$ cat config.mk
export PLATFORM = sky130hd
export DESIGN_NAME = fixed_partition_first_fit
export DESIGN_NICKNAME = d
export VERILOG_FILES = /design/src/design/fpff_pkg.sv /design/src/design/fpff_front.sv /design/src/design/fpff_fifo.sv /design/src/design/fpff_back.sv /design/src/design/fixed_partition_first_fit.sv
export SDC_FILE = /design/constraint.sdc
export NUM_CORES = 1
export LEC_CHECK = 0
export BUFFER_PORTS_ARGS = -buffer_cell sky130_fd_sc_hd__buf_2
export CORE_ASPECT_RATIO = 1.5
export CORE_MARGIN = 2
export CORE_UTILIZATION = 40
export CTS_BUF_LIST = sky130_fd_sc_hd__clkbuf_4
export CTS_CLUSTER_DIAMETER = 150
export DETAILED_ROUTE_END_ITERATION = 6
export PLACE_DENSITY = 0.61
export SLEW_MARGIN = 20
export SYNTH_ARGS = -nofsm -noshare
export SYNTH_HDL_FRONTEND = slang
export SYNTH_SLANG_ARGS = --single-unit
$ cat constraint.sdc
create_clock -name clk_i -period 9.8 [get_ports clk_i]
set_clock_uncertainty 0.15 [all_clocks]
set_input_delay 0.49 -clock clk_i [delete_from_list [all_inputs] [get_ports clk_i]]
set_output_delay 0.49 -clock clk_i [all_outputs]
set_load 0.005 [all_outputs]
$ cat src/design/fpff_pkg.sv
// ----------------------------------------------------------------------------
// fpff_pkg
// Shared types and constants of the fixed-partition first-fit allocator.
// ----------------------------------------------------------------------------
package fpff_pkg;

  localparam int MAX_PARTITIONS = 16;
  localparam int SLOT_W         = (MAX_PARTITIONS > 1) ? $clog2(MAX_PARTITIONS) : 1;
  localparam int CNT_W          = $clog2(MAX_PARTITIONS + 1);
  localparam int SIZE_W         = 20;
  localparam int FRAG_W         = 24;
  localparam int SLOT_OUT_W     = 4;
  localparam int FIFO_DEPTH     = 2;
  localparam int FIFO_AW        = (FIFO_DEPTH > 1) ? $clog2(FIFO_DEPTH) : 1;
  localparam int FIFO_CW        = $clog2(FIFO_DEPTH + 1);

  localparam logic OP_DEFINE = 1'b0;
  localparam logic OP_ALLOC  = 1'b1;

  typedef enum logic [2:0] {
    ST_ACCEPTED   = 3'd0,
    ST_REJECTED   = 3'd1,
    ST_PLACED     = 3'd2,
    ST_NONE_LEFT  = 3'd3,
    ST_NONE_FITS  = 3'd4,
    ST_TABLE_FULL = 3'd5
  } status_e;

  typedef enum logic {
    CMD_DEFINE,
    CMD_ALLOC
  } cmd_e;

  typedef enum logic [1:0] {
    BK_IDLE,
    BK_DEFINE,
    BK_SCAN
  } bk_state_e;

  typedef struct packed {
    logic              opcode;
    logic [SIZE_W-1:0] item_size;
  } in_t;

  typedef struct packed {
    status_e               status;
    logic [SLOT_OUT_W-1:0] slot;
    logic [SIZE_W-1:0]     space_left;
    logic [FRAG_W-1:0]     fragmentation;
  } out_t;

  typedef struct packed {
    cmd_e              kind;
    logic [SIZE_W-1:0] size;
  } cmd_t;

  // Queue write side and queue head.
  typedef struct packed {
    logic push;
    cmd_t cmd;
  } q_wr_t;

  typedef struct packed {
    logic avail;
    cmd_t cmd;
  } q_rd_t;

endpackage

$ cat src/design/fpff_front.sv
// ----------------------------------------------------------------------------
// fpff_front
// Input stage: registers one beat, decodes its opcode and hands it to the queue.
// ----------------------------------------------------------------------------
module fpff_front (
  input  logic            clk_i,
  input  logic            rst_ni,
  input  logic            in_valid_i,
  output logic            in_stall_o,
  input  fpff_pkg::in_t   in_data_i,
  input  logic            q_full_i,
  output fpff_pkg::q_wr_t q_wr_o
);
  import fpff_pkg::*;

  logic valid_q, valid_d;
  cmd_t cmd_q;
  logic accept;
  logic push;

  assign in_stall_o = valid_q && q_full_i;
  assign accept     = in_valid_i && !in_stall_o;
  assign push       = valid_q && !q_full_i;

  always_comb begin
    valid_d = valid_q;
    if (accept) begin
      valid_d = 1'b1;
    end else if (push) begin
      valid_d = 1'b0;
    end
  end

  always_ff @(posedge clk_i or negedge rst_ni) begin
    if (!rst_ni) begin
      valid_q <= 1'b0;
    end else begin
      valid_q <= valid_d;
    end
  end

  always_ff @(posedge clk_i) begin
    if (accept) begin
      cmd_q.kind <= (in_data_i.opcode == OP_ALLOC) ? CMD_ALLOC : CMD_DEFINE;
      cmd_q.size <= in_data_i.item_size;
    end
  end

  assign q_wr_o.push = push;
  assign q_wr_o.cmd  = cmd_q;

endmodule

$ cat src/design/fpff_fifo.sv
// ----------------------------------------------------------------------------
// fpff_fifo
// Short command queue between the decode stage and the execution engine.
// ----------------------------------------------------------------------------
module fpff_fifo (
  input  logic            clk_i,
  input  logic            rst_ni,
  input  fpff_pkg::q_wr_t wr_i,
  output logic            full_o,
  input  logic            pop_i,
  output fpff_pkg::q_rd_t head_o
);
  import fpff_pkg::*;

  cmd_t               mem_q [FIFO_DEPTH];
  logic [FIFO_AW-1:0] wr_ptr_q, wr_ptr_d;
  logic [FIFO_AW-1:0] rd_ptr_q, rd_ptr_d;
  logic [FIFO_CW-1:0] cnt_q, cnt_d;
  logic               push;
  logic               pop;

  assign full_o = (cnt_q == FIFO_CW'(FIFO_DEPTH));
  assign push   = wr_i.push && !full_o;
  assign pop    = pop_i && (cnt_q != '0);

  always_comb begin
    wr_ptr_d = wr_ptr_q;
    rd_ptr_d = rd_ptr_q;
    cnt_d    = cnt_q;
    if (push) begin
      wr_ptr_d = (wr_ptr_q == FIFO_AW'(FIFO_DEPTH - 1)) ? '0 : wr_ptr_q + 1'b1;
    end
    if (pop) begin
      rd_ptr_d = (rd_ptr_q == FIFO_AW'(FIFO_DEPTH - 1)) ? '0 : rd_ptr_q + 1'b1;
    end
    if (push && !pop) begin
      cnt_d = cnt_q + 1'b1;
    end else if (pop && !push) begin
      cnt_d = cnt_q - 1'b1;
    end
  end

  always_ff @(posedge clk_i or negedge rst_ni) begin
    if (!rst_ni) begin
      wr_ptr_q <= '0;
      rd_ptr_q <= '0;
      cnt_q    <= '0;
    end else begin
      wr_ptr_q <= wr_ptr_d;
      rd_ptr_q <= rd_ptr_d;
      cnt_q    <= cnt_d;
    end
  end

  always_ff @(posedge clk_i) begin
    if (push) begin
      mem_q[wr_ptr_q] <= wr_i.cmd;
    end
  end

  assign head_o.avail = (cnt_q != '0);
  assign head_o.cmd   = mem_q[rd_ptr_q];

`ifndef SYNTH
  a_cnt_bound: assert property (@(posedge clk_i) disable iff (!rst_ni)
    cnt_q <= FIFO_CW'(FIFO_DEPTH))
    else $error("queue count beyond depth");
`endif

endmodule

$ cat src/design/fpff_back.sv
// ----------------------------------------------------------------------------
// fpff_back
// Execution engine: partition table, first-fit scan and result register.
// ----------------------------------------------------------------------------
module fpff_back (
  input  logic                        clk_i,
  input  logic                        rst_ni,
  input  logic                        cfg_valid_i,
  input  logic [fpff_pkg::SIZE_W-1:0] cfg_data_i,
  input  fpff_pkg::q_rd_t             head_i,
  output logic                        pop_o,
  output logic                        out_valid_o,
  input  logic                        out_stall_i,
  output fpff_pkg::out_t              out_data_o
);
  import fpff_pkg::*;

  bk_state_e             state_q, state_d;
  cmd_t                  cmd_q;
  logic [CNT_W-1:0]      scan_idx_q, scan_idx_d;
  logic [SIZE_W-1:0]     size_mem [MAX_PARTITIONS];
  logic [SIZE_W-1:0]     rdata_q;
  logic [MAX_PARTITIONS-1:0] usable_q;
  logic [CNT_W-1:0]      slots_q;
  logic [CNT_W-1:0]      open_q;
  logic [SIZE_W-1:0]     used_q;
  logic [FRAG_W-1:0]     frag_q;
  logic [SIZE_W-1:0]     total_q;
  logic                  out_valid_q;
  status_e               out_status_q;
  logic [SLOT_OUT_W-1:0] out_slot_q;

  logic                  out_free;
  logic [SLOT_W-1:0]     def_slot;
  logic [SLOT_W-1:0]     scan_slot;
  logic                  table_full;
  logic [SIZE_W:0]       used_sum;
  logic                  fits;
  logic                  none_left;
  logic                  scan_end;
  logic                  hit;
  logic [SIZE_W-1:0]     left;
  logic [FRAG_W:0]       frag_sum;
  logic                  def_commit;
  logic                  place_commit;
  logic                  load;
  status_e               res_status;
  logic [SLOT_OUT_W-1:0] res_slot;

  assign out_free   = !out_valid_q || !out_stall_i;
  assign def_slot   = slots_q[SLOT_W-1:0];
  assign scan_slot  = scan_idx_q[SLOT_W-1:0];
  assign table_full = (slots_q == CNT_W'(MAX_PARTITIONS));
  assign used_sum   = {1'b0, used_q} + {1'b0, cmd_q.size};
  assign fits       = (used_sum <= {1'b0, total_q});
  assign none_left  = (open_q == '0);
  assign scan_end   = (scan_idx_q >= slots_q);
  assign hit        = usable_q[scan_slot] && (rdata_q >= cmd_q.size);
  assign left       = rdata_q - cmd_q.size;
  assign frag_sum   = {1'b0, frag_q} + {{(FRAG_W - SIZE_W + 1){1'b0}}, left};

  // Next state
  always_comb begin
    state_d = state_q;
    unique case (state_q)
      BK_IDLE: begin
        if (head_i.avail) begin
          state_d = (head_i.cmd.kind == CMD_ALLOC) ? BK_SCAN : BK_DEFINE;
        end
      end
      BK_DEFINE: begin
        if (out_free) begin
          state_d = BK_IDLE;
        end
      end
      BK_SCAN: begin
        if (out_free && (none_left || scan_end || hit)) begin
          state_d = BK_IDLE;
        end
      end
      default: state_d = BK_IDLE;
    endcase
  end

  // Outputs of the sequencer
  always_comb begin
    pop_o        = 1'b0;
    scan_idx_d   = scan_idx_q;
    def_commit   = 1'b0;
    place_commit = 1'b0;
    load         = 1'b0;
    res_status   = ST_ACCEPTED;
    res_slot     = '0;
    unique case (state_q)
      BK_IDLE: begin
        pop_o      = head_i.avail;
        scan_idx_d = '0;
      end
      BK_DEFINE: begin
        load = out_free;
        if (table_full) begin
          res_status = ST_TABLE_FULL;
        end else begin
          def_commit = out_free;
          res_slot   = SLOT_OUT_W'(def_slot);
          res_status = fits ? ST_ACCEPTED : ST_REJECTED;
        end
      end
      BK_SCAN: begin
        priority if (none_left) begin
          res_status = ST_NONE_LEFT;
          load       = out_free;
        end else if (scan_end) begin
          res_status = ST_NONE_FITS;
          load       = out_free;
        end else if (hit) begin
          res_status   = ST_PLACED;
          res_slot     = SLOT_OUT_W'(scan_slot);
          load         = out_free;
          place_commit = out_free;
        end else begin
          // advance to the next slot
          scan_idx_d = scan_idx_q + 1'b1;
        end
      end
      default: begin
        scan_idx_d = '0;
      end
    endcase
  end

  always_ff @(posedge clk_i or negedge rst_ni) begin
    if (!rst_ni) begin
      state_q     <= BK_IDLE;
      scan_idx_q  <= '0;
      usable_q    <= '0;
      slots_q     <= '0;
      open_q      <= '0;
      used_q      <= '0;
      frag_q      <= '0;
      total_q     <= '0;
      out_valid_q <= 1'b0;
    end else begin
      state_q    <= state_d;
      scan_idx_q <= scan_idx_d;
      if (cfg_valid_i) begin
        total_q <= cfg_data_i;
      end
      if (def_commit) begin
        usable_q[def_slot] <= fits;
        slots_q            <= slots_q + 1'b1;
        if (fits) begin
          used_q <= used_sum[SIZE_W-1:0];
          open_q <= open_q + 1'b1;
        end
      end
      if (place_commit) begin
        usable_q[scan_slot] <= 1'b0;
        open_q              <= open_q - 1'b1;
        frag_q              <= frag_sum[FRAG_W] ? '1 : frag_sum[FRAG_W-1:0];
      end
      if (load) begin
        out_valid_q <= 1'b1;
      end else if (!out_stall_i) begin
        out_valid_q <= 1'b0;
      end
    end
  end

  always_ff @(posedge clk_i) begin
    if (pop_o) begin
      cmd_q <= head_i.cmd;
    end
    if (load) begin
      out_status_q <= res_status;
      out_slot_q   <= res_slot;
    end
  end

  // Partition size table, registered read one slot ahead of the compare
  always_ff @(posedge clk_i) begin
    if (def_commit && fits) begin
      size_mem[def_slot] <= cmd_q.size;
    end
    rdata_q <= size_mem[scan_idx_d[SLOT_W-1:0]];
  end

  assign out_valid_o              = out_valid_q;
  assign out_data_o.status        = out_status_q;
  assign out_data_o.slot          = out_slot_q;
  assign out_data_o.space_left    = (used_q > total_q) ? '0 : total_q - used_q;
  assign out_data_o.fragmentation = frag_q;

`ifndef SYNTH
  a_open_count: assert property (@(posedge clk_i) disable iff (!rst_ni)
    open_q == $countones(usable_q))
    else $error("open partition count disagrees with usable flags");

  a_place_clears: assert property (@(posedge clk_i) disable iff (!rst_ni)
    place_commit |=> ($countones(usable_q) + 1 == $countones($past(usable_q))))
    else $error("placement did not retire exactly one partition");

  a_scan_bound: assert property (@(posedge clk_i) disable iff (!rst_ni)
    (state_q == BK_SCAN) |-> (scan_idx_q <= slots_q))
    else $error("scan ran past the defined slots");

  a_slots_bound: assert property (@(posedge clk_i) disable iff (!rst_ni)
    slots_q <= CNT_W'(MAX_PARTITIONS))
    else $error("slot count beyond table size");
`endif

endmodule

$ cat src/design/fixed_partition_first_fit.sv
// ----------------------------------------------------------------------------
// fixed_partition_first_fit
// Fixed-partition first-fit allocator: decode stage, command queue, engine.
// ----------------------------------------------------------------------------
// Usage:
//   in channel  (in_valid_i / in_stall_o / in_data_i): opcode 0 defines the
//     next partition, opcode 1 allocates a process by first fit.
//   out channel (out_valid_o / out_stall_i / out_data_o): one result beat per
//     input beat, in order: status, slot, space left and fragmentation total.
//   cfg channel (cfg_valid_i / cfg_ready_o / cfg_data_i): total memory size,
//     always ready; write it only while no item is in flight.
// Flow: the decode stage registers each accepted beat and pushes it into the
//   queue; the engine pops it, a define then loads its result register, and an
//   allocate walks the table one slot per cycle through a registered read of
//   the size table until a slot fits or the defined slots run out. The engine
//   takes one command at a time; a two-entry queue lets the decode stage keep
//   taking beats meanwhile.
// Reset empties the table, clears all totals and the size register.
// A stalled result holds in the output register; the engine then waits and
//   the queue fills, after which in_stall_o rises.
// ----------------------------------------------------------------------------
module fixed_partition_first_fit (
  input  logic                        clk_i,
  input  logic                        rst_ni,
  input  logic                        in_valid_i,
  output logic                        in_stall_o,
  input  fpff_pkg::in_t               in_data_i,
  output logic                        out_valid_o,
  input  logic                        out_stall_i,
  output fpff_pkg::out_t              out_data_o,
  input  logic                        cfg_valid_i,
  output logic                        cfg_ready_o,
  input  logic [fpff_pkg::SIZE_W-1:0] cfg_data_i
);
  import fpff_pkg::*;

  q_wr_t q_wr;
  q_rd_t q_head;
  logic  q_full;
  logic  q_pop;

  assign cfg_ready_o = 1'b1;

  fpff_front u_front (
    .clk_i      (clk_i),
    .rst_ni     (rst_ni),
    .in_valid_i (in_valid_i),
    .in_stall_o (in_stall_o),
    .in_data_i  (in_data_i),
    .q_full_i   (q_full),
    .q_wr_o     (q_wr)
  );

  fpff_fifo u_fifo (
    .clk_i  (clk_i),
    .rst_ni (rst_ni),
    .wr_i   (q_wr),
    .full_o (q_full),
    .pop_i  (q_pop),
    .head_o (q_head)
  );

  fpff_back u_back (
    .clk_i       (clk_i),
    .rst_ni      (rst_ni),
    .cfg_valid_i (cfg_valid_i),
    .cfg_data_i  (cfg_data_i),
    .head_i      (q_head),
    .pop_o       (q_pop),
    .out_valid_o (out_valid_o),
    .out_stall_i (out_stall_i),
    .out_data_o  (out_data_o)
  );

endmodule

Word level (Yosys, flattened, before mapping)
Memories as Yosys holds them, arrays and structs flattened. A register that Yosys moved wholly into a read port is not among the register bits.
Cells that the tools add are included.
- input port bits: 46
- bits in registers: 151
- memories kept: 2
- output and inout port bits: 54
- bits in writable memories: 362
- word-level logic and storage cells: 144
- memories (name ; words ; width ; rd ports ; clocked after Yosys merged registers in ; write ports ; line ; RTL):
    u_back.size_mem ; 16 ; 20 ; 1 ; 1 ; 1 ; fpff_back.sv:21 ; logic [SIZE_W-1:0] size_mem [MAX_PARTITIONS];
    u_fifo.mem_q ; 2 ; 21 ; 1 ; 0 ; 1 ; fpff_fifo.sv:15 ; cmd_t mem_q [FIFO_DEPTH];
- magnitude comparators: 8
- eq/ne operators: 11
- reductions and logical operators: 32
- add/sub/neg operators: 12
- bitwise operators: 3
- multiplexer cells: 57
- operators with widths (operator ; count):
    $sub A20 B20 Y20 ; 2
    $mux W16 ; 2
    $mux W5 ; 6
    $add A24 B20 Y25 ; 1
    $mux W1 ; 24
    $mux W24 ; 1
    $add A20 B20 Y21 ; 1
    $le A21 B20 Y1 ; 1
    $ge A20 B20 Y1 ; 1
    $gt A20 B20 Y1 ; 1
    $mux W20 ; 1
    $and A16 B16 Y16 ; 1
    $bwmux W16 ; 1
    $mux W4 ; 4
    $not A16 Y16 ; 1
    $add A5 B1 Y5 const B ; 3
    $mux W2 ; 7
    $logic_and A1 B1 Y1 ; 12
    $lt A4 B5 Y1 const B ; 2
    $pmux W5 S2 ; 1
    $reduce_bool A2 Y1 ; 5
    $mux W3 ; 3
    $demux W1 S4 ; 2
    $ge A4 B1 Y1 const B ; 2
    other kinds (23) ; 38

Logic depth before layout (Yosys ltp)
- depth in word-level cells: 9
- mapped depth: 26

Modules after synthesis
From an unflattened synthesis, not the netlist that was laid out.
- cells, all modules: 2001
- area, all modules: 25361.8 um^2
- modules (own cells, without submodules) (module ; area an instance (um^2) ; times used ; sequential area each (um^2) ; cells an instance):
    fpff_back ; 22855.7 ; 1 ; 13272.7 ; 1888
    fpff_fifo ; 1799.2 ; 1 ; 1361.3 ; 84
    fpff_front ; 695.7 ; 1 ; 655.6 ; 27
    fixed_partition_first_fit ; 11.3 ; 1 ; 0.0 ; 2

Least setup slack after synthesis
OpenSTA, ideal clock, no wires.
- kind: reg-to-reg
- from: register u_back.cmd_q[0] (netlist name)
- to: memory u_back.size_mem[4][0] (enable)
- path buffers: 1
- stages on the path, launching flop included: 21
- setup slack: 4687 ps
- required time: 9252 ps
- arrival time: 4565 ps
- path through: edfxtp_1 ha_1 inv_1 fa_1 nor2b_1 o21a_1 a311o_1 a31oi_1 a31oi_1 a21o_1 a21oi_1 xnor2_1 ha_1 a211oi_1 nand2_1 o221ai_1 a32o_1 and2_1 buf_2 nand2_1 nor2_1
- cells in the longest elaborated chain, start to end: 5
- ends and longest elaborated chain (item ; line ; RTL):
    start: declaration ; fpff_back.sv:19 ; cmd_t cmd_q;
    start signal: assignment ; fpff_back.sv:172 ; cmd_q <= head_i.cmd;
    $add A20 B20 Y21 ; fpff_back.sv:54 ; assign used_sum = {1'b0, used_q} + {1'b0, cmd_q.size};
    net u_back.used_sum[18] ; fpff_back.sv:37 ; logic [SIZE_W:0] used_sum;
    $le A21 B20 Y1 ; fpff_back.sv:55 ; assign fits = (used_sum <= {1'b0, total_q});
    $logic_and A1 B1 Y1 ; fpff_back.sv:182 ; if (def_commit && fits) begin
    $mux W1 ; fpff_back.sv:182 ;
    $mux W1 (not written as such) ; fpff_back.sv:183 ; size_mem[def_slot] <= cmd_q.size;
    end: declaration ; fpff_back.sv:21 ;
The timed path passes the listed nets, and every way through them passes these cells.

Worst setup path in the final report
- from: register u_back.cmd_q[1] (netlist name)
- to: register u_back.frag_q[14]
- cells in the longest elaborated chain, start to end: 6
- ends and longest elaborated chain (item ; line ; RTL):
    parallel branches: the longest is 6 deep, another holds $add A24 B20 Y25 ; -- ;
    end signal: assignment ; fpff_back.sv:160 ; frag_q <= frag_sum[FRAG_W] ? '1 : frag_sum[FRAG_W-1:0];
    end: declaration ; fpff_back.sv:27 ; logic [FRAG_W-1:0] frag_q;
Several ways; the timed one is not identified.
A chain may end at the register's enable or synchronous reset.

==> results.cfg <==
[status]
status = finished, final reports clean

[synthesis]
synth-edff-count = 410
ys.flop_type = edfxtp_1
synth_seq_cells = 533
ys_types = 76
netlist_area_um2 = 25000
async_reset_ff_frac = 0.193
yosysSeqAreaShare = 0.611
syn_inst = 1863
syn_avg_cell_area_um2 = 13.4
syn-num-nets = 2035
ys_warn_count = 0

[setup_path]
crit_path_end = u_back.frag_q[14]
critical_path.top_delay_family = compound AO/OA/AOI/OAI gates
crit_start = u_back.cmd_q[1]
slowest_delay_ns = 0.76
cp.arrival_ns = 6.95
reg2reg_from = u_back.cmd_q[1]
r2r_end = u_back.frag_q[14]
ff2ff_path_depth = 23
path_cells = inv_1, fa_1, a21o_1, a21oi_1, nor2b_1, o21ai_0, a21boi_0, o21ai_0, nand2b_1, a21o_1, a21oi_1, xnor2_1, ha_1, nand3_1, nor2_1, inv_1, nor2_1, a211oi_1, nor3_1, a311o_1, nand3_1, o21ai_2, o22a_1
crit_type = flip-flop to flip-flop
r2r_slack_ns = 3.48
slowest_stage = edfxtp_1
startpoint_type = flip-flop
cp_max_fo = 18
path_buf_inv = 2
cp.required_ns = 10.44
end_kind = flip-flop
worstSetupPathDepth = 23

[sta]
max_slew_margin = 0.274
min_period_over_period = 0.645
worst_pin_slew_ns = 1.09
layout_min_cycle_time_ns = 6.32
slew_violations = 0
timing.final.ws_setup_ns = 3.48
setup_tns_ns = 0
max_freq_mhz = 158
rsz0062_at_grt = no
hold_violations = 0
hold_slack_ns = 0.0860
setup_violations = 0

[placement]
io_buffers = 98
hpwl_mm = 41.5
place_congestion = 0.877
place_area_um2 = 26400
place_inst = 2710
pre_cts_ws_ns = 3.63

[pwr]
finalPower_mw = 9.45
ir_worst_vdd_v = 0.000174
p_leak_nw = 11.8
powerDensity_nw_per_um2 = 328

[die]
die_h_um = 310
dieArea_um2 = 64600
rows = 112
fp.dieW_um = 208
ioPinCount = 100
coreArea_um2 = 62100
initial_core_util = 0.403

[detailed_routing]
wire_per_inst_um = 20.5
drt_wl_total_mm = 62.0
drt_pass1_iterations = 7
postRouteAntennaNets = 0
drt-initial-drc-count = 1058
vias = 16015
drc = 0
vias_per_cell = 5.31

[job]
max-cap-violations = 0

[clock_tree]
cts_made_buffers = 131
clkLatencyLatePin_ns = 0.89
cts_resized = 0
root_buffer = clkbuf_4
clk_pin_slew_worst_paths_ns = 0.07
htree_levels = 4
cts_tree = done
clockBufferDepth = 3
clkSinkCount = 533

[global_route]
grtUsageTotal = 0.193
grt_pass1_wl_mm = 94.3
antenna_found_initial = 2
grt_start_max_net_pins = 128
grt_overflow = 0
first_global_vias = 16556

[final_layout]
multi_input_comb_area_um2 = 9120
final_area_um2 = 28900
fill_cells = 5581
fin_util = 0.465
regArea_um2 = 15300
nets = 2292
fin_cells = 3017
drive_gt1_frac = 0.197
areaGrowthSynthToFinish_pct = 15.3

[hold_path]
hold_path_class = primary input to flip-flop
[area by class of cell]
class / count / area share
Antenna cell: 2 / 0.000173
Clock buffer: 192 / 0.0500
Clock inverter: 38 / 0.00798
Inverter: 97 / 0.0126
Multi-Input combinational cell: 1167 / 0.316
Sequential cell: 533 / 0.530
Tap cell: 798 / 0.0346
Timing Repair Buffer: 190 / 0.0487
[cell families after synthesis]
logic type	after synthesis	share of synthesized area
buffers and inverters	163	0.0286
XOR/XNOR	80	0.0280
AO/OA/AOI/OAI	380	0.101
adder cells (fa/ha/maj)	126	0.0645
flip-flops	533	0.611
other	1	0.000150
AND/OR/NAND/NOR	333	0.0616
multiplexers	247	0.105
[synth_stat cells (4+ instances only)]
library cell / number / area (µm²)
a311o_1: 4 / 40.0
edfxtp_1: 410 / 12300
nor2b_1: 23 / 144
o21ai_0: 94 / 470
a2bb2oi_1: 4 / 35.0
a21oi_1: 83 / 415
nand2_1: 125 / 469
and3_1: 12 / 75.1
nand3b_1: 4 / 30.0
ha_1: 121 / 1510
o21a_1: 10 / 75.1
or2_2: 4 / 25.0
a31oi_1: 15 / 93.8
dfxtp_1: 20 / 400
inv_1: 96 / 360
or3_1: 4 / 25.0
o221ai_1: 22 / 193
nor4_1: 4 / 25.0
clkbuf_1: 32 / 120
nor2_1: 77 / 289
o21bai_1: 5 / 37.5
nand4_1: 12 / 75.1
mux2_2: 78 / 878
dfrtp_1: 103 / 2580
buf_2: 21 / 105
fa_1: 5 / 100
mux2i_1: 164 / 1640
xnor2_1: 49 / 429
a22oi_1: 30 / 225
nand2b_1: 13 / 81.3
a211oi_1: 7 / 52.6
mux4_2: 4 / 90.1
buf_1: 4 / 15.0
buf_6: 5 / 56.3
a21o_1: 36 / 270
o22a_1: 18 / 158
a21boi_0: 9 / 67.6
a41oi_1: 5 / 43.8
nand3_1: 25 / 125
nor3_1: 18 / 90.1
xor2_1: 31 / 272
and2_1: 5 / 31.3
[registers in the layout, summed over array words and instances (netlist names), 16 cells and up]
signal / count
u_back.size_mem: 320
u_back.rdata_q: 20
u_back.total_q: 20
u_front.q_wr_o: 21
u_back.cmd_q: 20
u_back.usable_q: 16
u_fifo.mem_q: 42
u_back.frag_q: 24
u_back.used_q: 20
[where the power goes]
group / total, mW / switching (mW) / internal (mW)
clock: 1.85 / 0.891 / 0.956
sequential: 3.44 / 0.400 / 3.04
combinational: 4.16 / 2.43 / 1.74
[routing by layer]
| metal | share of wire | GRT usage | wire, µm |
|---|---|---|---|
| met3 | 0.036 | 0.0304 | 2240 |
| met2 | 0.56 | 0.374 | 34400 |
| met1 | 0.36 | 0.199 | 22500 |
| met5 | 0 | 0 | 0 |
| met4 | 0.045 | 0.104 | 2790 |
[how the worst min path moves through the flow]
| stage | slack, ns | endpoint | cells past startpoint | from |
|---|---|---|---|---|
| detailed placement | 0.28 | u_fifo.mem_q[1][3] | 0 | u_front.q_wr_o[3] |
| finish | 0.09 | u_back.total_q[13] | 2 | cfg_valid_i |
| floorplan | 0.04 | u_back.frag_q[0] | 0 | rst_ni |
| global placement | 0.28 | u_fifo.mem_q[0][12] | 0 | u_front.q_wr_o[12] |
| global route | 0.06 | u_back.total_q[2] | 2 | cfg_valid_i |
| CTS | 0.002 | u_back.total_q[13] | 2 | cfg_valid_i |
[layout by cell type, fill, tap and decap left out, types with 16 or more instances in the layout]
cell / n
edfxtp_1: 410
o22a_1: 18
dfxtp_1: 20
buf_4: 16
nor2b_1: 23
mux2_2: 78
nand3_1: 25
nor2_1: 61
o221ai_1: 22
buf_2: 97
dlygate4sd3_1: 74
clkbuf_4: 192
mux2i_1: 164
xor2_1: 31
a22oi_1: 30
o21ai_0: 94
xnor2_1: 49
nand2_1: 125
a21o_1: 36
ha_1: 121
inv_1: 96
clkinv_1: 24
nor3_1: 18
dfrtp_1: 103
a21oi_1: 82
[repair_timing]
| action | CTS | global route |
|---|---|---|
| setup buffers | 0 | 0 |
| hold endpoints to repair | 81 | 0 |
| hold buffers | 75 | 0 |
No activity file was read; power rests on OpenSTA's default activity.
